--- config.mk ---
export PLATFORM = sky130hd
export DESIGN_NAME = kbms_back
export DESIGN_NICKNAME = d
export VERILOG_FILES = /design/src/hw/rtl/kbms_pkg.sv /design/src/hw/rtl/kbms_back.sv
export SDC_FILE = /design/constraint.sdc
export NUM_CORES = 2
export LEC_CHECK = 0
export BUFFER_PORTS_ARGS = -buffer_cell sky130_fd_sc_hd__buf_2
export CAP_MARGIN = 15
export CORE_ASPECT_RATIO = 1.75
export CORE_MARGIN = 2
export CORE_UTILIZATION = 51
export CTS_CLUSTER_SIZE = 20
export DETAILED_ROUTE_END_ITERATION = 12
export PLACE_DENSITY = 0.72
export SETUP_SLACK_MARGIN = 0.02
export SYNTH_ARGS = -nofsm -noshare
export SYNTH_HDL_FRONTEND = slang
export SYNTH_SLANG_ARGS = --single-unit
--- constraint.sdc ---
create_clock -name clk -period 11.4 [get_ports clk]
set_input_delay 2.28 -clock clk [delete_from_list [all_inputs] [get_ports clk]]
set_output_delay 2.28 -clock clk [all_outputs]
set_load 0.03 [all_outputs]
--- src/hw/rtl/kbms_pkg.sv ---
// kbms_pkg: shared constants, types and hash helpers for the bottom-s sketch block.
// No dependencies.
package kbms_pkg;

	localparam int WINDOW_LENGTH_DEF   = 4;
	localparam int MAX_SKETCH_SIZE_DEF = 8;
	localparam logic [31:0] SEED_RESET = 32'd42;
	localparam logic [3:0]  SIZE_RESET = 4'd5;

	localparam logic [31:0] C1 = 32'hcc9e2d51;
	localparam logic [31:0] C2 = 32'h1b873593;
	localparam logic [31:0] F1 = 32'h85ebca6b;
	localparam logic [31:0] F2 = 32'hc2b2ae35;
	localparam logic [31:0] MIX_ADD = 32'he6546b64;

	// register indexes
	localparam logic [0:0] REG_SEED = 1'b0;
	localparam logic [0:0] REG_SIZE = 1'b1;

	// one classified window handed from front to back
	typedef struct packed {
		logic        has_window;
		logic        eos;
		logic [31:0] hash;
		logic [31:0] pos;
	} kbms_job_t;

	typedef enum logic [1:0] {
		BK_IDLE,
		BK_INSERT,
		BK_EMIT
	} kbms_bk_state_t;

	function automatic logic [31:0] rotl32(input logic [31:0] x, input int r);
		rotl32 = (x << r) | (x >> (32 - r));
	endfunction

endpackage

--- src/hw/rtl/kbms_back.sv ---
// kbms_back: sorted sketch table, insertion of window hashes and emission at sequence end.
// Depends on kbms_pkg.
module kbms_back import kbms_pkg::*; #(
	parameter int MAX_SKETCH_SIZE = MAX_SKETCH_SIZE_DEF
) (
	input  logic        clk,
	input  logic        arst_n,
	input  logic        job_valid,
	input  kbms_job_t   job,
	output logic        job_pop,
	input  logic [3:0]  sketch_size,
	output logic        idle,
	output logic        result_valid,
	output logic [31:0] sequence_number,
	output logic [31:0] min_hash,
	output logic [31:0] first_position,
	output logic [31:0] occurrences,
	output logic        entry_valid,
	output logic        last_entry
);
	localparam int M  = MAX_SKETCH_SIZE;
	localparam int NB = $clog2(M + 1);
	localparam int IB = (M > 1) ? $clog2(M) : 1;

	logic [31:0] hash_q [M];
	logic [31:0] posn_q [M];
	logic [31:0] cnt_q  [M];
	logic [NB-1:0] used_q;
	logic [31:0] seq_q;
	kbms_bk_state_t st_q, st_d;
	logic [IB-1:0] emi_q;
	logic [NB-1:0] em_n_q;

	// effective size
	logic [NB-1:0] size_eff;
	always_comb begin
		if (sketch_size == 4'd0) size_eff = NB'(1);
		else if (32'(sketch_size) > M) size_eff = NB'(M);
		else size_eff = NB'(sketch_size);
	end

	// parallel compare against all kept entries
	logic [M-1:0] hit, less;
	logic         any_hit, do_ins;
	logic [NB-1:0] ins_at, nn;
	always_comb begin
		ins_at = used_q;
		for (int i = M - 1; i >= 0; i--) begin
			hit[i]  = (NB'(i) < used_q) && (hash_q[i] == job.hash);
			less[i] = (NB'(i) < used_q) && (hash_q[i] < job.hash);
			if ((NB'(i) < used_q) && !less[i]) ins_at = NB'(i);
		end
		any_hit = |hit;
		do_ins  = !any_hit && ((used_q < size_eff) ||
			(used_q != '0 && !less[IB'(used_q - NB'(1))] ));
		nn = (used_q + NB'(1) > size_eff) ? size_eff : used_q + NB'(1);
	end

	// control
	always_comb begin
		st_d = st_q;
		job_pop = 1'b0;
		case (st_q)
			BK_IDLE:   if (job_valid) st_d = BK_INSERT;
			BK_INSERT: begin
				job_pop = 1'b1;
				st_d = job.eos ? BK_EMIT : BK_IDLE;
			end
			BK_EMIT:   if (32'(emi_q) + 1 >= 32'(em_n_q)) st_d = BK_IDLE;
			default:   st_d = BK_IDLE;
		endcase
	end
	assign idle = (st_q == BK_IDLE) && !job_valid;

	always_ff @(posedge clk or negedge arst_n) begin
		if (!arst_n) st_q <= BK_IDLE;
		else         st_q <= st_d;
	end

	// table update, emission count
	always_ff @(posedge clk or negedge arst_n) begin
		if (!arst_n) begin
			used_q <= '0; seq_q <= '0; emi_q <= '0; em_n_q <= '0;
		end else begin
			if (st_q == BK_INSERT) begin
				if (job.has_window && do_ins) used_q <= nn;
				if (job.eos)
					emi_q <= '0;
			end else if (st_q == BK_EMIT) begin
				emi_q <= emi_q + 1'b1;
				if (32'(emi_q) + 1 >= 32'(em_n_q)) begin
					used_q <= '0;
					seq_q  <= seq_q + 32'd1;
				end
			end
			// latch emission length once insertion settled
			if (st_q == BK_INSERT && job.eos)
				em_n_q <= '1;
			else if (st_q == BK_EMIT && emi_q == '0)
				em_n_q <= (used_q > size_eff) ? size_eff : used_q;
		end
	end

	always_ff @(posedge clk) begin
		if (st_q == BK_INSERT && job.has_window) begin
			if (any_hit) begin
				for (int i = 0; i < M; i++)
					if (hit[i] && cnt_q[i] != 32'hFFFFFFFF) cnt_q[i] <= cnt_q[i] + 32'd1;
			end else if (do_ins) begin
				for (int i = 0; i < M; i++) begin
					if (NB'(i) == ins_at) begin
						hash_q[i] <= job.hash; posn_q[i] <= job.pos; cnt_q[i] <= 32'd1;
					end else if (NB'(i) > ins_at && i > 0) begin
						hash_q[i] <= hash_q[(i + M - 1) % M];
						posn_q[i] <= posn_q[(i + M - 1) % M];
						cnt_q[i]  <= cnt_q[(i + M - 1) % M];
					end
				end
			end
		end
	end

	// emission output register
	logic [NB-1:0] m_now;
	assign m_now = (used_q > size_eff) ? size_eff : used_q;
	always_ff @(posedge clk or negedge arst_n) begin
		if (!arst_n) begin
			result_valid <= 1'b0;
		end else begin
			result_valid <= 1'b0;
			if (st_q == BK_EMIT && (emi_q == '0 || 32'(emi_q) < 32'(em_n_q))) begin
				result_valid <= 1'b1;
				sequence_number <= seq_q;
				if (m_now == '0) begin
					min_hash <= '0; first_position <= '0; occurrences <= '0;
					entry_valid <= 1'b0; last_entry <= 1'b1;
				end else begin
					min_hash <= hash_q[emi_q];
					first_position <= posn_q[emi_q];
					occurrences <= cnt_q[emi_q];
					entry_valid <= 1'b1;
					last_entry <= (32'(emi_q) + 1 == 32'(m_now));
				end
			end
		end
	end
endmodule

Yosys cells after proc, flatten, opt, wreduce, memory -nomap -nowiden --
Memory sizes are Yosys's and may differ from the RTL's. A register that Yosys moved wholly into a read port is not among the register bits. Cells that the tools add are included.
Word-level totals: bits in writable memories 768, flip-flop bits (word level) 80, logic and storage cells 356, bits of input ports 73, memories kept 3, output and inout port bits 133
Cells by class: reductions and logical operators 68, $add $sub $neg 13, bitwise operators 30, multiplexer cells 173, $lt $le $gt $ge 30, eq/ne operators 30
Memories:
- cnt_q | depth 8, bits a word 32, rd ports 9, clocked after Yosys merged registers in 1, write ports 8, RTL line kbms_back.sv:27 | logic [31:0] cnt_q [M];
- hash_q | depth 8, bits a word 32, rd ports 9, clocked after Yosys merged registers in 1, write ports 8, RTL line kbms_back.sv:25 | logic [31:0] hash_q [M];
- posn_q | depth 8, bits a word 32, rd ports 8, clocked after Yosys merged registers in 1, write ports 8, RTL line kbms_back.sv:26 | logic [31:0] posn_q [M];
Operators by type and width (count):
- 32-bit 2-to-1 mux | 29
- 32-bit by 1-bit adder with 32-bit output, second input constant | 9
- 32-bit equality test | 8
- 32-bit < comparator | 8
- 32-bit inequality test, second input constant | 8
- 1-bit 2-to-1 mux | 118
- 4-bit 2-to-1 mux | 18
- 1-bit logical AND | 40
- 32-bit by 4-bit >= comparator with 1-bit output | 1
- 1-bit OR | 29
- 3-bit by 4-bit equality test with 1-bit output, first input constant | 4
- 3-bit by 4-bit > comparator with 1-bit output, first input constant | 4
- 3-bit by 4-bit < comparator with 1-bit output, first input constant | 4
- 4-bit logical NOT | 3
- 1-bit logical NOT | 11
- 3-bit 2-to-1 mux | 3
- 2-bit by 4-bit equality test with 1-bit output, first input constant | 2
- 2-bit by 4-bit > comparator with 1-bit output, first input constant | 2
- 4-bit > comparator | 2
- 1-bit by 4-bit < comparator with 1-bit output, first input constant | 2
- 2-bit by 4-bit < comparator with 1-bit output, first input constant | 2
- 8-bit OR reduction | 1
- 2-bit 2-to-1 mux | 3
- 2-bit inequality test, second input constant | 3
- 24 further kinds | 30

Longest topological paths before layout --
depth in word-level cells 20, mapped depth 17, mapped depth without buffers 13

Worst setup path after synthesis --
OpenSTA, ideal clock, no wires.
path kind input to register, start in job[46] (netlist name), end mem cnt_q[7][0], enable pin, path buffers 0, data arrival time 6.886 ns, stages 12, required time 11.006 ns, library setup time 0.394 ns, setup slack 4.120 ns, cells stage by stage inv_1 ha_1 nand4_1 or3_1 a21o_1 nand3_1 a211oi_1 a311oi_2 o41ai_4 nor2_2 and2_1 nand2b_1
RTL lines:
- start, declared | RTL line kbms_back.sv:9 | input kbms_job_t job,
- end, declared | RTL line kbms_back.sv:27

==> results.toml <==
[setup_path]
cp_top_family = "simple AND/OR/NAND/NOR gates"
endpoint_kind = "flop"
crit_buf_inv = 4
cp_slowest_cell = "nor4_1"
critical_path_required_ns = 11.74
crit_type = "primary input to flop"
cp-start-kind = "primary input"
arrival_ns = 8.30
worstPathCellList = "buf_2 -> inv_1 -> ha_1 -> nand4_1 -> nor4_1 -> nand4b_1 -> nand4_1 -> nor3_1 -> nor3_1 -> a211oi_2 -> nor2_2 -> nand3_4 -> clkinv_2 -> buf_4"
worstPathMaxFanout = 53
slowest_delay_ns = 0.99

[floorplan]
coreArea_sq_um = 104000
start_util_pct = 51.2
rows = 157
die_h_um = 432
fp.dieW_um = 248
die_area_sq_um = 107000
io_pins = 206

[drt]
postRouteAntennaNets = 0
routedWlPerCell_um = 27.2
viasPerCell = 6.38
routed_wl_mm = 153
drtIter0Drc = 2776
vias = 35800
dr.pass1.iters = 7
drc = 0

[synthesis]
ys_ff_latch = 944
async_flop_share_pct = 4.87
synth_ff_type = "edfxtp_1"
yosys_warnings = 0
synth_edf_count = 866
synth_area_per_cell_sq_um = 13.3
synth_nets = 4376
netlist_instances = 4019
seq_area_frac_synth_pct = 52.1
netlist_area_sq_um = 53300
yosys.cell_types.count = 83

[sta]
relSlewSlack_pct = 19.5
slew_violations = 0
setup_viol = 0
worst_pin_slew_ns = 1.20
rsz0062_at_grt = "false"
tns_ns = 0
skew_ns = 0.0407
fmax_mhz = 126
hold_viol = 0
min_period_over_period_pct = 69.9
holdWs_ns = 0.488
fin_crit_ns = 7.96

[clocking]
numCtsBuffers = 88
cts-htree-levels = 3
cts_hold_buffers = 0
cts-root-buf = "clkbuf_16"
ctsLongestPathBuffers = 3
numClockSinks = 944
post_cts_resized = 0
cts_setup_buffers = 0
cts_tree = "yes"
path_clk_slew_ns = 0.07
clkLatencyLatePin_ns = 0.74

[status]
status = "finished, final reports clean"

[power]
p_comb_share_pct = 33.9
vdd_drop_max_uv = 160
p_per_area_nw_per_um2 = 216
switchingPower_uw = 4510
total_leakage_power_uw = 0.0210
pwr-share-clk_pct = 25.4
switching_share_pct = 35.4
power.total_uw = 12700
seq_power_share_pct = 40.7
internal-power_uw = 8210

[global_route]
antenna_found_initial = 23
grt_pass1_vias = 36400
track_usage_pct = 28.2
grt_max_degree = 95
grt_pass1_wl_mm = 229
grt_overflow = 0

[run]
drv_cap = 0

[placement]
place.gp.congestion = 0.958
port_buffers = 205
dp_hpwl_mm = 106
postPlaceCellArea_sq_um = 55700

[min_path]
hp-class = "flop to flop"

[cells_and_area]
final_nets = 4531
syn2layout_area_growth_pct = 10.2
layout_commonest_cell = "edfxtp_1"
utilization_pct = 56.5
final_layout_size_suffix_gt1_share_pct = 22.6
final_cell_mix = "866 x edfxtp_1, 341 x mux2_2, 284 x ha_1, 233 x nor2_1, 222 x nand2_1"
final_cell_area_sq_um = 58800
-- sequential cells by signal, indices dropped and copies added (netlist names) --
| name | cells |
|---|---|
| sequence_number | 32 |
| last_entry | 1 |
| used_q | 4 |
| first_position | 32 |
| posn_q | 256 |
| st_q | 2 |
| em_n_q | 4 |
| emi_q | 3 |
| result_valid | 1 |
| entry_valid | 1 |
| min_hash | 32 |
| seq_q | 32 |
| occurrences | 32 |
| cnt_q | 256 |
| hash_q | 256 |
-- path summary, 6_finish.rpt --
kind                       slack, ns           end           from  depth (start not counted)
setup / recovery                3.44  posn_q[6][9]        job[62]                         14
hold / removal                  0.49     seq_q[31]      seq_q[31]                          1
setup reg to reg                4.91  posn_q[6][9]  hash_q[0][30]                         12
hold reg to reg                 0.49     seq_q[31]      seq_q[31]                          1
max in group asynchronous       9.23      emi_q[2]         arst_n                          2
min in group asynchronous       1.68     seq_q[18]         arst_n                          2
-- cells in the mapped netlist, types with 48 or more instances --
cell / n / area [sq um]
edfxtp_1: 866 / 26000
mux2_2: 341 / 3840
ha_1: 284 / 3550
nor2_1: 233 / 875
nand2_1: 223 / 837
mux4_2: 192 / 4320
xnor2_1: 174 / 1520
nand3_1: 172 / 861
inv_1: 150 / 563
a22o_1: 137 / 1200
o21ai_0: 127 / 636
xor2_1: 107 / 937
a21oi_1: 101 / 505
mux2i_1: 101 / 1010
nand4_1: 101 / 632
clkbuf_1: 73 / 274
buf_2: 70 / 350
o22ai_1: 65 / 407
and3_1: 52 / 325
mux2_1: 48 / 541
-- cell families (layout without fill, tap and decap cells) --
group,after synthesis,after routing,share of synthesized area [%]
compound gates,554,554,7.15
xor+xnor,281,281,4.61
fa+ha+maj,284,284,6.66
buf+inv,340,570,2.74
flops,944,944,52.1
mux,682,682,18.2
other cells,0,10,0
simple gates,934,934,8.50
-- worst register-to-register path, stage by stage (launching register included) --
cell and delay, ns:
edfxtp_1 0.47, ha_1 0.36, nand4_1 0.37, nor4_1 1.00, nand4b_1 0.30, nand4_1 0.22, nor3_1 0.07, nor3_1 0.25
a211oi_2 0.12, nor2_2 0.40, nand3_4 0.81, clkinv_2 0.86, buf_4 0.77
-- layout make-up --
type,count,area (sq um)
antenna,10,25.0
clock buffer,108,2350
clock inverter,57,762
fill,8595,45300
inverter,153,584
multi-input combinational,2735,24200
sequential,944,27800
tap,1351,1690
timing repair buffer,252,1400
-- routing by layer --
metal	track usage, %	wire (um)	up-vias
li1	-	-	15900
met1	31.4	54300	18100
met2	51.0	80900	1315
met3	4.40	8490	383
met4	15.8	8900	24
met5	0	141	-
-- stage by stage --
| stage | setup WS [ns] | std cells |
|---|---|---|
| 2_1_floorplan | 4.12 | 4019 |
| 3_3_place_gp | 2.76 | 5435 |
| 3_5_place_dp | 2.73 | 5435 |
| 4_1_cts | 3.50 | 5600 |
| 5_1_grt | 3.23 | 5604 |
| 6_report | 3.44 | 5610 |
-- power groups by stage --
stage          logic [uW]  clock network, uW  registers (uW)
5_1_grt              4610               3390            5240
2_1_floorplan        2950                  0            5160
6_report             4310               3230            5180
3_5_place_dp         4300                  0            5250
4_1_cts              4320               3270            5180
3_3_place_gp         4240                  0            5230
(Power assumes the default switching activity.)
