File: src/hw/rtl/kbms_pkg.sv
// kbms_pkg: shared constants, types and hash helpers for the bottom-s sketch block.
// No dependencies.
package kbms_pkg;

	localparam int WINDOW_LENGTH_DEF   = 4;
	localparam int MAX_SKETCH_SIZE_DEF = 8;
	localparam logic [31:0] SEED_RESET = 32'd42;
	localparam logic [3:0]  SIZE_RESET = 4'd5;

	localparam logic [31:0] C1 = 32'hcc9e2d51;
	localparam logic [31:0] C2 = 32'h1b873593;
	localparam logic [31:0] F1 = 32'h85ebca6b;
	localparam logic [31:0] F2 = 32'hc2b2ae35;
	localparam logic [31:0] MIX_ADD = 32'he6546b64;

	// register indexes
	localparam logic [0:0] REG_SEED = 1'b0;
	localparam logic [0:0] REG_SIZE = 1'b1;

	// one classified window handed from front to back
	typedef struct packed {
		logic        has_window;
		logic        eos;
		logic [31:0] hash;
		logic [31:0] pos;
	} kbms_job_t;

	typedef enum logic [1:0] {
		BK_IDLE,
		BK_INSERT,
		BK_EMIT
	} kbms_bk_state_t;

	function automatic logic [31:0] rotl32(input logic [31:0] x, input int r);
		rotl32 = (x << r) | (x >> (32 - r));
	endfunction

endpackage

File: src/hw/rtl/kbms_front.sv
// kbms_front: window shift line, position count and phase-sequenced MurmurHash3 of each window.
// Depends on kbms_pkg.
module kbms_front import kbms_pkg::*; #(
	parameter int WINDOW_LENGTH = WINDOW_LENGTH_DEF
) (
	input  logic            clk,
	input  logic            arst_n,
	input  logic            in_valid,
	input  logic [7:0]      symbol,
	input  logic            end_of_sequence,
	input  logic [31:0]     seed,
	output logic            job_valid,
	output kbms_job_t       job
);
	localparam int NBLK = WINDOW_LENGTH / 4;
	localparam int REST = WINDOW_LENGTH % 4;
	localparam int NW   = (REST != 0) ? NBLK + 1 : NBLK;
	localparam int SW   = (NW > 1) ? $clog2(NW) : 1;

	logic [7:0]  win_q [WINDOW_LENGTH];
	logic [31:0] seen_q;
	logic [7:0]  nwin  [WINDOW_LENGTH];
	logic [31:0] nseen;

	// sequencer for the block loop
	logic        busy_q, has_q, eos_q;
	logic [SW-1:0] blk_q;
	logic [1:0]  ph_q;
	logic [31:0] h_q, k_q, pos_q;
	logic [7:0]  hw_q [WINDOW_LENGTH];
	logic [31:0] word;

	always_comb begin
		for (int i = 0; i < WINDOW_LENGTH - 1; i++) nwin[i] = win_q[i + 1];
		nwin[WINDOW_LENGTH - 1] = symbol;
		nseen = (seen_q == 32'hFFFFFFFF) ? seen_q : seen_q + 32'd1;
	end

	// word of the current block, little endian; tail zero padded
	always_comb begin
		word = '0;
		for (int j = 0; j < WINDOW_LENGTH; j++)
			if (32'(j / 4) == 32'(blk_q))
				word[(j % 4)*8 +: 8] = hw_q[j];
	end

	// window state
	always_ff @(posedge clk or negedge arst_n) begin
		if (!arst_n) begin
			for (int i = 0; i < WINDOW_LENGTH; i++) win_q[i] <= '0;
			seen_q <= '0;
		end else if (in_valid) begin
			if (end_of_sequence) begin
				for (int i = 0; i < WINDOW_LENGTH; i++) win_q[i] <= '0;
				seen_q <= '0;
			end else begin
				win_q  <= nwin;
				seen_q <= nseen;
			end
		end
	end

	// hash sequencer: per block mul C1, rot+mul C2, xor into h, mix (full blocks), then finalize
	logic fin_q;
	always_ff @(posedge clk or negedge arst_n) begin
		if (!arst_n) begin
			busy_q <= 1'b0; job_valid <= 1'b0; fin_q <= 1'b0;
			blk_q <= '0; ph_q <= '0;
		end else begin
			job_valid <= 1'b0;
			if (in_valid) begin
				busy_q <= 1'b1; fin_q <= (NW == 0);
				blk_q <= '0; ph_q <= '0;
				hw_q <= nwin; h_q <= seed;
				has_q <= (nseen >= 32'(WINDOW_LENGTH));
				eos_q <= end_of_sequence;
				pos_q <= nseen - 32'(WINDOW_LENGTH);
			end else if (busy_q && !fin_q) begin
				ph_q <= ph_q + 2'd1;
				case (ph_q)
					2'd0: k_q <= word * C1;
					2'd1: k_q <= rotl32(k_q, 15) * C2;
					2'd2: begin
						if (32'(blk_q) < NBLK)
							h_q <= rotl32(h_q ^ k_q, 13);
						else
							h_q <= h_q ^ k_q;
					end
					default: begin
						if (32'(blk_q) < NBLK) h_q <= h_q * 32'd5 + MIX_ADD;
						if (32'(blk_q) == NW - 1) fin_q <= 1'b1;
						else blk_q <= blk_q + 1'b1;
					end
				endcase
			end else if (busy_q) begin
				ph_q <= ph_q + 2'd1;
				case (ph_q)
					2'd0: begin
						k_q <= h_q ^ 32'(WINDOW_LENGTH);
						h_q <= (h_q ^ 32'(WINDOW_LENGTH)) ^ ((h_q ^ 32'(WINDOW_LENGTH)) >> 16);
					end
					2'd1: h_q <= h_q * F1;
					2'd2: begin
						k_q <= (h_q ^ (h_q >> 13));
						h_q <= (h_q ^ (h_q >> 13)) * F2;
					end
					default: begin
						h_q <= h_q ^ (h_q >> 16);
						busy_q <= 1'b0;
						job_valid <= 1'b1;
					end
				endcase
			end
		end
	end

	assign job.has_window = has_q;
	assign job.eos  = eos_q;
	assign job.hash = h_q;
	assign job.pos  = pos_q;
endmodule

File: config.mk
export PLATFORM = sky130hd
export DESIGN_NAME = kbms_front
export DESIGN_NICKNAME = d
export VERILOG_FILES = /design/src/hw/rtl/kbms_pkg.sv /design/src/hw/rtl/kbms_front.sv
export SDC_FILE = /design/constraint.sdc
export NUM_CORES = 2
export LEC_CHECK = 0
export BUFFER_PORTS_ARGS = -buffer_cell sky130_fd_sc_hd__buf_2
export CORE_MARGIN = 1.5
export CORE_UTILIZATION = 43
export DETAILED_ROUTE_END_ITERATION = 12
export GPL_TIMING_DRIVEN = 0
export PLACE_DENSITY = 0.61
export SYNTH_ARGS = -nofsm -noshare
export SYNTH_HDL_FRONTEND = slang
export SYNTH_SLANG_ARGS = --single-unit
export TNS_END_PERCENT = 10
File: constraint.sdc
create_clock -name clk -period 8.6 [get_ports clk]
set_clock_uncertainty 0.15 [all_clocks]
set_input_delay 1.29 -clock clk [delete_from_list [all_inputs] [get_ports clk]]
set_output_delay 1.29 -clock clk [all_outputs]
set_load 0.05 [all_outputs]
* Word-level counts from Yosys, hierarchy flattened
Cells that the tools add are included.
Operators by class: shifts and indexed selects 0, multiply operators 5, div/mod/pow operators 0, mux-type cells 37, bitwise logic cells 8, order comparisons 2, add/subtract/negate cells 5, reductions and logical operators 14, equality and inequality tests 9
Operator list (count):
- 2-to-1 mux 32 bit | 9
- one-hot mux 32 bit (2 select lines) | 3
- one-hot mux 32 bit (3 select lines) | 1
- multiplier 32 x 31 -> 32 bit (second input constant) | 2
- XOR 32 x 16 -> 32 bit | 2
- adder 32 x 1 -> 32 bit (second input constant) | 1
- adder 32 bit (second input constant) | 1
- == test 32 bit (second input constant) | 1
- >= comparator 32 x 3 -> 1 bit (second input constant) | 1
- multiplier 32 x 29 -> 32 bit (second input constant) | 1
- multiplier 32 x 3 -> 32 bit (second input constant) | 1
- multiplier 32 x 32 -> 32 bit (second input constant) | 1
- 2-to-1 mux 8 bit | 4
- OR 32 x 13 -> 32 bit | 1
- OR 32 x 15 -> 32 bit | 1
- subtractor 32 x 3 -> 32 bit (second input constant) | 1
- XOR 32 x 19 -> 32 bit | 1
- XOR 32 bit | 1
- 2-to-1 mux 24 bit | 1
- 2-to-1 mux 1 bit | 16
- 2-to-1 mux 2 bit | 3
- nonzero test 3 bit | 2
- AND reduction 5 bit | 1
- != test 2 bit (second input constant) | 2
- 19 further kinds | 22
Word-level totals: bits in latches 0, bits of input ports 44, memories 0, memory bits (read-only) 0, output and inout port bits 67, RAM bits 0, register bits 192

* Longest topological paths before layout
word-level depth 6, depth in mapped cells 28, gate-level depth less buffers 27

* Least setup slack after synthesis
Ideal clock, no wire load.
path kind reg2reg, start point reg h_q[9], end point reg h_q[31] (data pin), data required time 8.174 ns, slack 0.914 ns, cell stages (with the launch flop) 24, setup time 0.276 ns, arrival 7.261 ns, cell sequence edfxtp_1 -> clkbuf_1 -> inv_1 -> fa_1 -> inv_1 -> fa_1 -> fa_1 -> inv_1 -> fa_1 -> inv_1 -> fa_1 -> fa_1 -> fa_1 -> inv_1 -> fa_1 -> inv_1 -> ha_1 -> and4_1 -> a221o_1 -> a21o_1 -> o41a_1 -> a31oi_1 -> xnor2_1 -> o211ai_1
Between the ends: cells in the longest elaborated chain, start to end 6
Ends and longest elaborated chain:
- from (decl) | line kbms_front.sv:29 | logic [31:0] h_q, k_q, pos_q;
- from (signal assigned) | line kbms_front.sv:85 | h_q <= rotl32(h_q ^ k_q, 13);
- from (signal assigned) | line kbms_front.sv:87 | h_q <= h_q ^ k_q;
- from (signal assigned) | line kbms_front.sv:90 | if (32'(blk_q) < NBLK) h_q <= h_q * 32'd5 + MIX_ADD;
- multiplier 32 x 3 -> 32 bit / XOR 32 x 19 -> 32 bit (equally long branches) | line kbms_front.sv:90, kbms_front.sv:105
- adder 32 bit / multiplier 32 x 31 -> 32 bit (equally long branches) | line kbms_front.sv:90, kbms_front.sv:105
- 2-to-1 mux 32 bit / one-hot mux 32 bit (3 select lines) (equally long branches) | line kbms_front.sv:90, kbms_front.sv:97
- one-hot mux 32 bit (2 select lines) / 2-to-1 mux 32 bit (equally long branches) | line kbms_front.sv:80, kbms_front.sv:95
- 2-to-1 mux 32 bit * | line kbms_front.sv:78 | end else if (busy_q && !fin_q) begin
- 2-to-1 mux 32 bit * | line kbms_front.sv:71 | if (in_valid) begin
Every way passes the cells marked *; elsewhere a longest branch is shown, timed or not. The select of a mux whose other input is x is not followed. A chain may end at the register's enable or synchronous reset.

* Worst setup path after layout
start point reg h_q[12], end point reg h_q[31] (data pin)
The elaborated chain is that of the path after synthesis.

==> results.py <==
metrics = {
    "run_status": {
        "run_status": "finished, final reports clean",
    },
    "sta": {
        "min_period_ps": 8360,
        "final.setup.worst_slack_ps": 241,
        "slew_viol_final": 0,
        "relSlewSlack": 0.294,
        "fmax_mhz": 120,
        "hold_violations": 0,
        "setup_viol": 0,
        "finalCritPeriodShare": 0.972,
        "worst_pin_slew_ps": 1060,
        "rsz0062_at_grt": "yes",
    },
    "critical_path": {
        "reg2reg_from": "h_q[12]",
        "slowest_delay_ps": 650,
        "crit_required_ps": 8670,
        "worstReg2RegEnd": "h_q[31]",
        "crit_top_cell": "inv_1",
        "regToRegSetupSlack_ps": 240,
        "cp-start-kind": "flip-flop",
        "arrival_ps": 8430,
        "worstSetupPathType": "reg2reg",
        "rr_worst_depth": 27,
        "slowest_stage": "edfxtp_1",
        "critPathCaptureType": "flip-flop",
        "worstPathMaxFanout": 8,
    },
    "global_route": {
        "grt_pass1_vias": 35000,
        "antenna_found_initial": 0,
        "grt_pass1_wl_um": 219000,
        "grt_use_total": 0.272,
        "grt_max_degree": 67,
        "grt_overflow": 0,
    },
    "drt": {
        "drc_errors": 0,
        "drt-initial-drc-count": 3055,
        "ant_nets": 0,
        "first_pass_iters": 6,
        "num_vias": 33800,
        "routed_wirelength_um": 144000,
        "avgRoutedWirePerCell_um": 22.9,
        "vias_per_cell": 5.37,
    },
    "clock_tree": {
        "cts_buffers": 17,
        "holdBufCountCts": 0,
        "clock_latency_ps": 480,
        "clk_pin_slew_ps": 90,
        "clk_path_buf_depth": 2,
        "cts_sinks": 191,
        "htree_levels": 4,
        "cts.root.buffer_cell": "clkbuf_16",
        "cts_tree": "done",
    },
    "synth": {
        "syn_nets": 6302,
        "yosysUniqueCellTypes": 91,
        "synth_seq_cells": 191,
        "synth_flop_cell": "edfxtp_1",
        "synth_edf_count": 130,
        "netlist_instances": 4729,
        "async_flop_share": 0.319,
        "synth_area_per_cell_um2": 9.75,
        "synth-warning-count": 0,
        "syn_area_mm2": 0.0461,
        "ys_seq_area_frac": 0.118,
    },
    "place": {
        "place.gp.congestion": 1.02,
        "port_buffers": 110,
        "place_ws_ps": -540,
        "post-dp-hpwl_um": 124000,
    },
    "hold_path": {
        "hold_depth": 0,
        "hold_end": "hw_q[26]",
        "min-delay-start": "nwin[26]",
        "hold_path_class": "reg2reg",
    },
    "final_layout": {
        "drive_gt1_frac": 0.0590,
        "fill_cells": 10200,
        "fin_nets": 6462,
        "area_growth_pct": 7.64,
    },
    "floorplan": {
        "rows": 119,
        "die_w_um": 330,
        "dieHeight_um": 330,
        "boundaryPins": 111,
        "dieArea_mm2": 0.109,
        "core-area_mm2": 0.106,
        "initial_core_util": 0.436,
    },
    "job": {
        "cap_violations": 0,
    },
}
-- metrics by stage --
step           hold WS (ps)  instances  utilization  area (µm²)  setup TNS (ps)
4_1_cts                 294       6270        0.466       49300               0
3_3_place_gp            280       6230        0.458       48400          -10340
3_5_place_dp            283       6233        0.458       48500           -1820
2_1_floorplan           275       4729            -       46100               0
6_report                295       6294        0.469       49600               0
5_1_grt                 304       6293        0.469       49600           -67.4
-- cell usage in the layout (no fill, tap or decap), drive strengths merged, types with 22 or more instances in the layout --
cell type | synthesis | routed
inv | 1296 | 1303
ha | 786 | 786
fa | 743 | 743
xnor2 | 280 | 280
nand2 | 178 | 178
o21ai | 167 | 167
buf | 22 | 167
nor2 | 136 | 136
edfxtp | 130 | 130
a21oi | 121 | 121
clkbuf | 91 | 104
xor2 | 103 | 103
dfrtp | 61 | 61
nor3 | 52 | 52
a21o | 48 | 48
nand3 | 40 | 40
a211oi | 32 | 32
o31ai | 30 | 30
o21a | 29 | 29
nand2b | 25 | 25
and2 | 23 | 23
mux2i | 22 | 22
a22oi | 22 | 22
-- critical path, delay by kind of cell (launching register included) --
kind / cells / cell delay [ps]
XOR/XNOR: 1 / 390
buffers and inverters: 9 / 1060
adder cells (fa/ha/maj): 9 / 3890
flip-flops: 1 / 650
AO/OA/AOI/OAI: 6 / 1770
AND/OR/NAND/NOR: 2 / 180
-- layout make-up --
type	instances	area, µm²	share of cell area
Sequential cell	191	5430	0.109
Inverter	1297	4870	0.0982
Antenna cell	1	2.50	0.0000504
Clock inverter	15	189	0.00381
Timing Repair Buffer	142	828	0.0167
Multi-Input combinational cell	3128	35600	0.717
Clock buffer	17	425	0.00858
Buffer	112	527	0.0106
Tap cell	1391	1740	0.0351
-- layer usage --
| layer | routed length [µm] | up-vias | global-route usage | part of all wire |
|---|---|---|---|---|
| li1 | - | 15300 | - | - |
| met1 | 61800 | 17000 | 0.383 | 0.43 |
| met2 | 65000 | 1309 | 0.428 | 0.45 |
| met3 | 11400 | 244 | 0.0423 | 0.079 |
| met4 | 5730 | 0 | 0.0913 | 0.040 |
| met5 | 0 | - | 0 | 0 |
-- cells by family (layout without fill, tap and decap cells) --
group,after synthesis,in the layout,share of synthesized area
multiplexers,24,24,0.00527
XOR/XNOR,383,383,0.0731
AND/OR/NAND/NOR,574,574,0.0621
other,0,1,0
flip-flops,191,191,0.118
buffers and inverters,1410,1583,0.116
adder cells (fa/ha/maj),1529,1529,0.536
AO/OA/AOI/OAI,618,618,0.0892
-- synthesized netlist by cell type, types with 21 or more instances --
cell / instances / share of area
xnor2_1: 279 / 0.053
fa_1: 743 / 0.32
inv_1: 1296 / 0.11
a22oi_1: 22 / 0.0036
ha_1: 786 / 0.21
o21a_1: 29 / 0.0047
and2_1: 22 / 0.0030
nand3_1: 40 / 0.0043
a31oi_1: 21 / 0.0029
a21oi_1: 121 / 0.013
and3_1: 21 / 0.0029
nand2b_1: 25 / 0.0034
clkbuf_1: 91 / 0.0074
nor3_1: 50 / 0.0054
dfrtp_1: 61 / 0.033
o21ai_0: 167 / 0.018
o31ai_1: 28 / 0.0046
nand2_1: 178 / 0.014
edfxtp_1: 130 / 0.085
a211oi_1: 31 / 0.0050
a21o_1: 48 / 0.0078
xor2_1: 102 / 0.019
mux2i_1: 22 / 0.0048
nor2_1: 134 / 0.011
-- flip-flops by register name, indices dropped and copies added, names as in the netlist --
name	flops
pos_q	32
hw_q	32
k_q	32
has_q	1
seen_q	32
fin_q	1
nwin	24
eos_q	1
h_q	32
ph_q	2
busy_q	1
job_valid	1
-- repair_timing --
action,in CTS,in global routing
setup buffers,5,24
setup endpoints to repair,8,8
pin swaps,0,2
gates resized for setup,34,44
-- worst max-delay path by stage --
stage / start / endpoint / slack (ps) / cells after the start
after floorplan: h_q[9] / h_q[31] / 910 / 23
after global placement: h_q[0] / h_q[29] / -1150 / 26
after detailed placement: h_q[22] / h_q[29] / -540 / 24
after CTS: h_q[1] / h_q[29] / 7 / 26
after global routing: h_q[5] / h_q[30] / -70 / 27
final: h_q[12] / h_q[31] / 240 / 27
Power is not shown: default switching activity piles up to over one toggle a cycle in this logic, so the estimate is an artifact.
