==> src/hw/rtl/kbms_pkg.sv <==
// kbms_pkg: shared constants, types and hash helpers for the bottom-s sketch block.
// No dependencies.
package kbms_pkg;

	localparam int WINDOW_LENGTH_DEF   = 4;
	localparam int MAX_SKETCH_SIZE_DEF = 8;
	localparam logic [31:0] SEED_RESET = 32'd42;
	localparam logic [3:0]  SIZE_RESET = 4'd5;

	localparam logic [31:0] C1 = 32'hcc9e2d51;
	localparam logic [31:0] C2 = 32'h1b873593;
	localparam logic [31:0] F1 = 32'h85ebca6b;
	localparam logic [31:0] F2 = 32'hc2b2ae35;
	localparam logic [31:0] MIX_ADD = 32'he6546b64;

	// register indexes
	localparam logic [0:0] REG_SEED = 1'b0;
	localparam logic [0:0] REG_SIZE = 1'b1;

	// one classified window handed from front to back
	typedef struct packed {
		logic        has_window;
		logic        eos;
		logic [31:0] hash;
		logic [31:0] pos;
	} kbms_job_t;

	typedef enum logic [1:0] {
		BK_IDLE,
		BK_INSERT,
		BK_EMIT
	} kbms_bk_state_t;

	function automatic logic [31:0] rotl32(input logic [31:0] x, input int r);
		rotl32 = (x << r) | (x >> (32 - r));
	endfunction

endpackage

==> src/hw/rtl/kbms_queue.sv <==
// kbms_queue: two-entry queue between hash front and sketch back.
// Depends on kbms_pkg.
module kbms_queue import kbms_pkg::*; (
	input  logic      clk,
	input  logic      arst_n,
	input  logic      push,
	input  kbms_job_t push_data,
	input  logic      pop,
	output logic      not_empty,
	output logic      full,
	output kbms_job_t head
);
	kbms_job_t mem_q [2];
	logic       wp_q, rp_q;
	logic [1:0] cnt_q;

	assign not_empty = (cnt_q != 2'd0);
	assign full      = (cnt_q == 2'd2);
	assign head      = mem_q[rp_q];

	always_ff @(posedge clk) begin
		if (push) mem_q[wp_q] <= push_data;
	end

	always_ff @(posedge clk or negedge arst_n) begin
		if (!arst_n) begin
			wp_q <= 1'b0; rp_q <= 1'b0; cnt_q <= '0;
		end else begin
			if (push) wp_q <= ~wp_q;
			if (pop)  rp_q <= ~rp_q;
			cnt_q <= cnt_q + {1'b0, push} - {1'b0, pop};
		end
	end
endmodule

==> config.mk <==
export PLATFORM = sky130hd
export DESIGN_NAME = kbms_queue
export DESIGN_NICKNAME = d
export VERILOG_FILES = /design/src/hw/rtl/kbms_pkg.sv /design/src/hw/rtl/kbms_queue.sv
export SDC_FILE = /design/constraint.sdc
export NUM_CORES = 1
export LEC_CHECK = 0
export BUFFER_PORTS_ARGS = -buffer_cell sky130_fd_sc_hd__buf_2
export CAP_MARGIN = 5
export CELL_PAD_IN_SITES_DETAIL_PLACEMENT = 1
export CELL_PAD_IN_SITES_GLOBAL_PLACEMENT = 2
export CORE_ASPECT_RATIO = 1.2
export CORE_UTILIZATION = 38
export CTS_CLUSTER_DIAMETER = 120
export DETAILED_ROUTE_END_ITERATION = 6
export MAX_ROUTING_LAYER = met4
export PLACE_DENSITY = 0.9
export SYNTH_ARGS = -nofsm -noshare
export SYNTH_HDL_FRONTEND = slang
export SYNTH_SLANG_ARGS = --single-unit
==> constraint.sdc <==
create_clock -name clk -period 4.3 [get_ports clk]
set_input_delay 0.86 -clock clk [delete_from_list [all_inputs] [get_ports clk]]
set_output_delay 0.86 -clock clk [all_outputs]
set_load 0.1 [all_outputs]
After elaboration in Yosys (flattened, before gate mapping)

Memories as Yosys holds them, arrays and structs flattened.
Cells that the tools add are included.

Bits in registers: 4
Latch bits: 0
Memory bits (writable): 132
ROM bits: 0
Input port bits: 70
Output and inout port bits: 68
Memories kept: 1

Memory list:

| name  | depth | width | rd ports | clocked after memory_dff | write ports | RTL line         | text |
|---|---|---|---|---|---|---|---|
| mem_q | 2     | 66    | 1        | 0                        | 1           | kbms_queue.sv:13 | `kbms_job_t mem_q [2];` |

$add $sub $neg: 2
Multipliers: 0
Div/mod/pow operators: 0
Magnitude comparators: 0
Equal/unequal tests: 1
Shifts and indexed selects: 0
Multiplexer cells: 2
Bitwise logic cells: 2
Reductions and logical operators: 1

Operators with widths:

| kind                 | number |
|---|---|
| $add A2 B1 Y2        | 1 |
| $eq A2 B2 Y1 const B | 1 |
| $mux W1              | 2 |
| $not A1 Y1           | 2 |
| $reduce_bool A2 Y1   | 1 |
| $sub A2 B1 Y2        | 1 |

Depth between registers and ports, before layout

Gate-level depths: netlist of run 1.

Depth after elaboration: 2
Gate-level depth with buffers: 5

Worst setup path before layout of run 1

Ideal clock, no wire load.

Path type: input-to-reg
Start: input port push
End: memory mem_q[0][0] in the netlist's numbering, enable pin
Arrival: 3760 ps
Slack: 42 ps
Cell stages on the path: 1
Path buffers: 0
Path through: nor2b_1

Cells in the longest elaborated chain, start to end: 2

Ends and longest elaborated chain:

| element                       | RTL line         | text |
|---|---|---|
| start, declared               | kbms_queue.sv:6  | `input logic push,` |
| $mux W1                       | kbms_queue.sv:22 | `if (push) mem_q[wp_q] <= push_data;` |
| $mux W1 (implied by the code) | kbms_queue.sv:22 |  |
| end, declared                 | kbms_queue.sv:13 |  |

Every way passes these cells.

==> results of run 1 <==
-- layer usage --
metal  vias to the layer above  wire [um]  GRT usage, %
li1                       1171          -             -
met1                      1263       3680          15.9
met2                        84       4830          24.1
met3                        14        399          4.00
met4                         0        152          6.04
met5                         -          0             -
-- worst max-delay path, delay by kind of cell (launching register included) --
kind / cells / cell delay (ps)
mux: 1 / 340
flops: 1 / 1110
buf+inv: 1 / 430
-- synth_stat cells --
cell type,count
sky130_fd_sc_hd__and2_1,1
sky130_fd_sc_hd__buf_2,3
sky130_fd_sc_hd__buf_4,1
sky130_fd_sc_hd__buf_6,3
sky130_fd_sc_hd__dfrtp_1,4
sky130_fd_sc_hd__edfxtp_1,132
sky130_fd_sc_hd__ha_1,2
sky130_fd_sc_hd__inv_1,2
sky130_fd_sc_hd__mux2_2,36
sky130_fd_sc_hd__mux2_4,30
sky130_fd_sc_hd__nor2b_1,2
sky130_fd_sc_hd__or2_2,1
sky130_fd_sc_hd__xor2_1,2
sky130_fd_sc_hd__xor3_1,1
-- flip-flops by register name, indices dropped and copies added, names as in the netlist --
| register | cells |
|---|---|
| cnt_q | 2 |
| mem_q | 132 |
| rp_q | 1 |
| wp_q | 1 |
-- cells by family after synthesis --
logic type / Yosys count / synth area share (%)
fa+ha+maj: 2 / 0.493
buf+inv: 9 / 1.26
mux: 66 / 16.9
flops: 136 / 80.1
simple gates: 4 / 0.493
xor+xnor: 3 / 0.814
-- per-stage QoR --
| stage | hold slack [ps] | setup WS [ps] |
|---|---|---|
| final | 249 | 1080 |
| after global placement | 528 | 1510 |
| after global routing | 231 | 976 |
| after detailed placement | 557 | 1500 |
| after CTS | 233 | 1050 |
| after floorplan | 455 | 41.9 |
-- worst min-delay path by stage --
| stage | startpoint | end | slack (ps) | cells past startpoint |
|---|---|---|---|---|
| after floorplan | wp_q$_DFFE_PN0P_ | wp_q$_DFFE_PN0P_ | 460 | 1 |
| after CTS | arst_n | cnt_q[1]$_DFF_PN0_ | 230 | 1 |
| after global placement | wp_q$_DFFE_PN0P_ | wp_q$_DFFE_PN0P_ | 530 | 1 |
| final | arst_n | cnt_q[1]$_DFF_PN0_ | 250 | 1 |
| after global routing | arst_n | cnt_q[1]$_DFF_PN0_ | 230 | 1 |
| after detailed placement | wp_q$_DFFE_PN0P_ | wp_q$_DFFE_PN0P_ | 560 | 1 |
-- cell type report --
type                    instances  area [um2]
clock buffers                  18         429
clock inverters                14         221
fillers                      1197        6240
inverters                       2        7.51
multi-input cells              75         957
flip-flops and latches        136        4070
well taps                     164         205
repair buffers                138         706
==> flow_results.xml, run 1 <==
<?xml version="1.0" encoding="UTF-8"?>
<metrics>
  <group name="run_status">
    <metric name="run_status" unit="">complete, no violations</metric>
  </group>
  <group name="worst_setup_path">
    <metric name="crit_path_end" unit="">head[2]</metric>
    <metric name="worst-setup-path-type" unit="">reg -&gt; out</metric>
    <metric name="critPathLaunchType" unit="">register</metric>
    <metric name="worst_path_largest_cell_delay" unit="ps">1110</metric>
    <metric name="crit_start" unit="">rp_q$_DFFE_PN0P_</metric>
    <metric name="r2r_end" unit="">mem_q[0][57]$_DFFE_PP_</metric>
    <metric name="worst_r2r_src" unit="">wp_q$_DFFE_PN0P_</metric>
    <metric name="reg2reg_slack" unit="ps">2560</metric>
    <metric name="crit_chain" unit="">mux2_2 &gt; buf_2</metric>
    <metric name="critical_path_required" unit="ps">3440</metric>
    <metric name="worst_ep_arrival_time" unit="ps">2360</metric>
    <metric name="setup.worst_path.end_class" unit="">output port</metric>
    <metric name="worst_r2r_path_depth" unit="">2</metric>
    <metric name="crit_slowest_cell" unit="">sky130_fd_sc_hd__dfrtp_4</metric>
    <metric name="worstPathMaxFanout" unit="">67</metric>
  </group>
  <group name="timing">
    <metric name="worst_slew_pin_slew" unit="ps">1070</metric>
    <metric name="grt_setup_unrepaired" unit="">no</metric>
    <metric name="final_min_period_over_clock_period" unit="%">74.8</metric>
    <metric name="timing.max_slew.rel_slack" unit="%">28.6</metric>
    <metric name="timing.final.max_slew_violations" unit="">0</metric>
    <metric name="totalNegativeSetupSlack" unit="ps">0</metric>
    <metric name="fin_crit" unit="ps">3220</metric>
    <metric name="worst_clock_skew" unit="ps">5.52</metric>
    <metric name="setup_viol_count_final" unit="">0</metric>
    <metric name="maxClockFrequency" unit="MHz">311</metric>
    <metric name="timing.final.hold_violations" unit="">0</metric>
  </group>
  <group name="synthesis">
    <metric name="syn-cell-area" unit="mm2">0.00507</metric>
    <metric name="post_synthesis_cell_type_with_the_largest_combined_area" unit="">sky130_fd_sc_hd__edfxtp_1</metric>
    <metric name="synth_fp_nets" unit="">292</metric>
    <metric name="synthesis.yosys.warnings" unit="">0</metric>
    <metric name="number_of_cells_produced_by_synthesis" unit="">220</metric>
    <metric name="syn_avg_cell_area" unit="um2">23.1</metric>
    <metric name="synth_cell_types" unit="">14</metric>
    <metric name="synth.ff_latch_count" unit="">136</metric>
    <metric name="synth_top_cell_area_share" unit="%">78.1</metric>
    <metric name="seq_area_frac_synth" unit="%">80.1</metric>
    <metric name="ys_top_cells_by_area" unit="">sky130_fd_sc_hd__edfxtp_1 78%, sky130_fd_sc_hd__mux2_4 8.9%, sky130_fd_sc_hd__mux2_2 8.0%</metric>
  </group>
  <group name="clock_tree">
    <metric name="worst_setup_hold_path_clk_slew" unit="ps">60</metric>
    <metric name="clockBufferDepth" unit="">2</metric>
    <metric name="clk_latency" unit="ps">410</metric>
    <metric name="cts.repair.resized" unit="">0</metric>
    <metric name="post_cts_hold_buffer_count" unit="">0</metric>
    <metric name="tritoncts" unit="">yes</metric>
    <metric name="clockRootBuffer" unit="">sky130_fd_sc_hd__clkbuf_16</metric>
    <metric name="cts_sinks" unit="">136</metric>
    <metric name="post-cts-setup-buffer-count" unit="">0</metric>
    <metric name="tritoncts.num_buffers" unit="">17</metric>
    <metric name="ctsHtreeMaxLevel" unit="">4</metric>
  </group>
  <group name="global_route">
    <metric name="grt_use_total" unit="%">14.3</metric>
    <metric name="grt_max_degree" unit="">68</metric>
    <metric name="first_global_vias" unit="">2815</metric>
    <metric name="grt_pass1_wl" unit="um">14000</metric>
    <metric name="grt_overflow_total" unit="">0</metric>
    <metric name="grt_antenna_before_repair" unit="">0</metric>
  </group>
  <group name="route">
    <metric name="wl_per_cell" unit="um">16.6</metric>
    <metric name="detailed_route_via_count" unit="">2532</metric>
    <metric name="vias_per_cell" unit="">4.63</metric>
    <metric name="route.antenna.remaining_nets" unit="">0</metric>
    <metric name="first_pass_iters" unit="">4</metric>
    <metric name="drt_drc_violations_left" unit="">0</metric>
    <metric name="route.final.wire_length" unit="um">9060</metric>
    <metric name="initial_drc_count" unit="">91</metric>
  </group>
  <group name="floorplanning">
    <metric name="effective_utilization_at_floorplan" unit="%">39.5</metric>
    <metric name="placeableCoreArea" unit="mm2">0.0128</metric>
    <metric name="fp-row-count" unit="">45</metric>
    <metric name="design.die.area" unit="mm2">0.0138</metric>
    <metric name="io_pins" unit="">138</metric>
    <metric name="fp.dieH" unit="um">129</metric>
    <metric name="chipWidth" unit="um">107</metric>
  </group>
  <group name="finish">
    <metric name="final_core_util" unit="%">51.4</metric>
    <metric name="nNetsFinal" unit="">442</metric>
    <metric name="stdcell_area" unit="mm2">0.00659</metric>
    <metric name="layout-drive-gt1-share" unit="%">62.4</metric>
    <metric name="final_common_cell" unit="">sky130_fd_sc_hd__buf_2</metric>
    <metric name="layoutNonFillerInstCount" unit="">547</metric>
    <metric name="syn2layout_area_growth" unit="%">29.9</metric>
    <metric name="num_antenna_cells" unit="">0</metric>
    <metric name="highest_count_cells_in_the_layout_ignoring_fill_and_taps" unit="">137 x sky130_fd_sc_hd__buf_2, 132 x sky130_fd_sc_hd__edfxtp_1, 36 x sky130_fd_sc_hd__mux2_2</metric>
  </group>
  <group name="placed_design">
    <metric name="placed_area" unit="mm2">0.00594</metric>
    <metric name="port_buffers" unit="">137</metric>
    <metric name="detailed_place_hpwl" unit="um">5930</metric>
    <metric name="gp_congestion" unit="">0.688</metric>
    <metric name="numPlacedInstances" unit="">515</metric>
  </group>
  <group name="flow_run">
    <metric name="maxCapViolCount" unit="">0</metric>
  </group>
  <group name="worst_hold_path">
    <metric name="hold_path_class" unit="">in -&gt; async</metric>
  </group>
</metrics>
Power of run 1 is left out: the tool's default activity adds up to more than one toggle a clock period on the data nets, which glitch-free logic cannot reach.
==> run 2: changes to the inputs <==
--- a/config.mk
+++ b/config.mk
@@ -10,11 +10,11 @@
 export CELL_PAD_IN_SITES_DETAIL_PLACEMENT = 1
 export CELL_PAD_IN_SITES_GLOBAL_PLACEMENT = 2
 export CORE_ASPECT_RATIO = 1.2
-export CORE_UTILIZATION = 38
+export CORE_UTILIZATION = 34
 export CTS_CLUSTER_DIAMETER = 120
 export DETAILED_ROUTE_END_ITERATION = 6
 export MAX_ROUTING_LAYER = met4
-export PLACE_DENSITY = 0.9
+export PLACE_DENSITY = 0.86
 export SYNTH_ARGS = -nofsm -noshare
 export SYNTH_HDL_FRONTEND = slang
 export SYNTH_SLANG_ARGS = --single-unit
==> constraint.sdc (replaced) <==
create_clock -name clk -period 2.7 [get_ports clk]
set_input_delay 0.54 -clock clk [delete_from_list [all_inputs] [get_ports clk]]
set_output_delay 0.54 -clock clk [all_outputs]
set_load 0.1 [all_outputs]
==> run 2 against run 1 <==
Hold slack better by 78 ps. Critical path depth is 1 higher. Global-route usage shrank 0.74 points. Die area is 12% higher. Clock skew is essentially flat. Count of clock-buffer cells in the layout increased by 3. Wire length up 6.9%. Largest cell class unchanged.
==> flow_results.xml, run 2 (synthesized netlist as in run 1, its figures left out) <==
<?xml version="1.0" encoding="UTF-8"?>
<metrics>
  <group name="global_route">
    <metric name="first_global_vias" unit="">2773</metric>
    <metric name="grt_use_total" unit="%">13.6</metric>
    <metric name="grt_max_degree" unit="">68</metric>
    <metric name="grt_pass1_wl" unit="um">14500</metric>
    <metric name="grt_antenna_before_repair" unit="">0</metric>
    <metric name="grt_overflow_total" unit="">0</metric>
  </group>
  <group name="route">
    <metric name="detailed_route_via_count" unit="">2541</metric>
    <metric name="initial_drc_count" unit="">97</metric>
    <metric name="route.antenna.remaining_nets" unit="">0</metric>
    <metric name="drt_drc_violations_left" unit="">0</metric>
    <metric name="route.final.wire_length" unit="um">9690</metric>
    <metric name="vias_per_cell" unit="">4.34</metric>
    <metric name="wl_per_cell" unit="um">16.5</metric>
    <metric name="first_pass_iters" unit="">4</metric>
  </group>
  <group name="worst_hold_path">
    <metric name="worstHoldEndpoint" unit="">mem_q[0][8]$_DFFE_PP_</metric>
    <metric name="min-delay-start" unit="">push_data[8]</metric>
    <metric name="hold_depth" unit="">1</metric>
    <metric name="hold_path_class" unit="">in -&gt; reg</metric>
  </group>
  <group name="clock_tree">
    <metric name="clockRootBuffer" unit="">sky130_fd_sc_hd__clkbuf_16</metric>
    <metric name="worst_setup_hold_path_clk_slew" unit="ps">60</metric>
    <metric name="tritoncts" unit="">yes</metric>
    <metric name="cts.repair.resized" unit="">0</metric>
    <metric name="tritoncts.num_buffers" unit="">17</metric>
    <metric name="cts_sinks" unit="">136</metric>
    <metric name="clk_latency" unit="ps">400</metric>
    <metric name="ctsHtreeMaxLevel" unit="">4</metric>
    <metric name="clockBufferDepth" unit="">2</metric>
    <metric name="post_cts_hold_buffer_count" unit="">1</metric>
    <metric name="post-cts-setup-buffer-count" unit="">0</metric>
  </group>
  <group name="floorplanning">
    <metric name="design.die.area" unit="mm2">0.0154</metric>
    <metric name="chipWidth" unit="um">114</metric>
    <metric name="fp.dieH" unit="um">136</metric>
    <metric name="fp-row-count" unit="">48</metric>
    <metric name="effective_utilization_at_floorplan" unit="%">35.1</metric>
    <metric name="io_pins" unit="">138</metric>
    <metric name="placeableCoreArea" unit="mm2">0.0145</metric>
  </group>
  <group name="finish">
    <metric name="syn2layout_area_growth" unit="%">29.8</metric>
    <metric name="top_registers" unit="">mem_q (132), cnt_q (2)</metric>
    <metric name="layout-drive-gt1-share" unit="%">61.1</metric>
    <metric name="final_common_cell" unit="">sky130_fd_sc_hd__buf_2</metric>
    <metric name="largest_reg_flops" unit="">132</metric>
    <metric name="highest_count_cells_in_the_layout_ignoring_fill_and_taps" unit="">137 x sky130_fd_sc_hd__buf_2, 132 x sky130_fd_sc_hd__edfxtp_1, 36 x sky130_fd_sc_hd__mux2_2</metric>
    <metric name="num_antenna_cells" unit="">0</metric>
    <metric name="registers.top_by_ff_count" unit="">mem_q</metric>
    <metric name="final_core_util" unit="%">45.5</metric>
    <metric name="nNetsFinal" unit="">445</metric>
  </group>
  <group name="placed_design">
    <metric name="detailed_place_hpwl" unit="um">6240</metric>
    <metric name="gp_congestion" unit="">0.636</metric>
    <metric name="port_buffers" unit="">137</metric>
  </group>
  <group name="timing">
    <metric name="totalNegativeSetupSlack" unit="ps">0</metric>
    <metric name="timing.final.hold_violations" unit="">0</metric>
    <metric name="worst_slew_pin_slew" unit="ps">505</metric>
    <metric name="setup_viol_count_final" unit="">0</metric>
    <metric name="maxClockFrequency" unit="MHz">405</metric>
    <metric name="worst_clock_skew" unit="ps">5.81</metric>
    <metric name="fin_crit" unit="ps">2470</metric>
    <metric name="timing.max_slew.rel_slack" unit="%">66.6</metric>
    <metric name="timing.final.max_slew_violations" unit="">0</metric>
    <metric name="final_min_period_over_clock_period" unit="%">91.4</metric>
    <metric name="grt_setup_unrepaired" unit="">no</metric>
  </group>
  <group name="worst_setup_path">
    <metric name="worst-setup-path-type" unit="">reg -&gt; out</metric>
    <metric name="critical_path_required" unit="ps">2160</metric>
    <metric name="reg2reg_slack" unit="ps">1230</metric>
    <metric name="worst_ep_arrival_time" unit="ps">1930</metric>
    <metric name="critPathLaunchType" unit="">register</metric>
    <metric name="setup.worst_path.end_class" unit="">output port</metric>
    <metric name="worstPathMaxFanout" unit="">67</metric>
    <metric name="r2r_end" unit="">mem_q[0][40]$_DFFE_PP_</metric>
    <metric name="worst_r2r_path_depth" unit="">2</metric>
    <metric name="worst_r2r_src" unit="">wp_q$_DFFE_PN0P_</metric>
  </group>
  <group name="run_status">
    <metric name="run_status" unit="">complete, no violations</metric>
  </group>
  <group name="flow_run">
    <metric name="maxCapViolCount" unit="">0</metric>
  </group>
</metrics>
-- run 2: changes by cell type in the layout (fill, tap and decap cells not counted), sizes merged --
cell / delta
buf: +2
bufinv: -3
clkbuf: +3
clkinv: +6
clkinvlp: -3
dlygate4sd3: +1
inv: -3
-- run 2: per-stage QoR --
step | setup slack [ps] | cells | hold WS, ps | cell area, um2
final | 231 | 586 | 327 | 6590
after global routing | 162 | 586 | 301 | 6590
after CTS | 194 | 586 | 301 | 6590
after detailed placement | 643 | 553 | 362 | 6030
after global placement | 658 | 553 | 354 | 6030
after floorplan | 182 | 220 | 244 | 5080
-- run 2: worst max-delay path, stage by stage, from the launching register on --
cell and delay (ps):
sky130_fd_sc_hd__dfrtp_4 410, sky130_fd_sc_hd__buf_12 380, sky130_fd_sc_hd__mux2_2 410, sky130_fd_sc_hd__buf_2 300
-- run 2: final cells by class --
type | count | area [um2]
Clock buffer | 21 | 440
Clock inverter | 11 | 106
Inverter | 2 | 7.51
Sequential cell | 136 | 4070
Fill cell | 1406 | 7890
Multi-Input combinational cell | 75 | 957
Timing Repair Buffer | 141 | 756
Tap cell | 200 | 250
-- run 2: worst max-delay path by stage --
stage | from | to | depth (start not counted)
after global placement | rp_q$_DFFE_PN0P_ | head[2] | 3
after global routing | rp_q$_DFFE_PN0P_ | head[2] | 3
final | rp_q$_DFFE_PN0P_ | head[2] | 3
after floorplan | push | mem_q[1][0]$_DFFE_PP_ | 1
after CTS | rp_q$_DFFE_PN0P_ | head[2] | 3
after detailed placement | rp_q$_DFFE_PN0P_ | head[2] | 3
-- run 2: routing by layer --
metal  up-vias  wire, um  track usage, %
li1       1177         -               -
met4         0       131            7.09
met1      1267      3920            14.8
met2        87      5190            22.7
met5         -         0               -
met3        10       448            3.79
Power of run 2 is left out for the same reason.
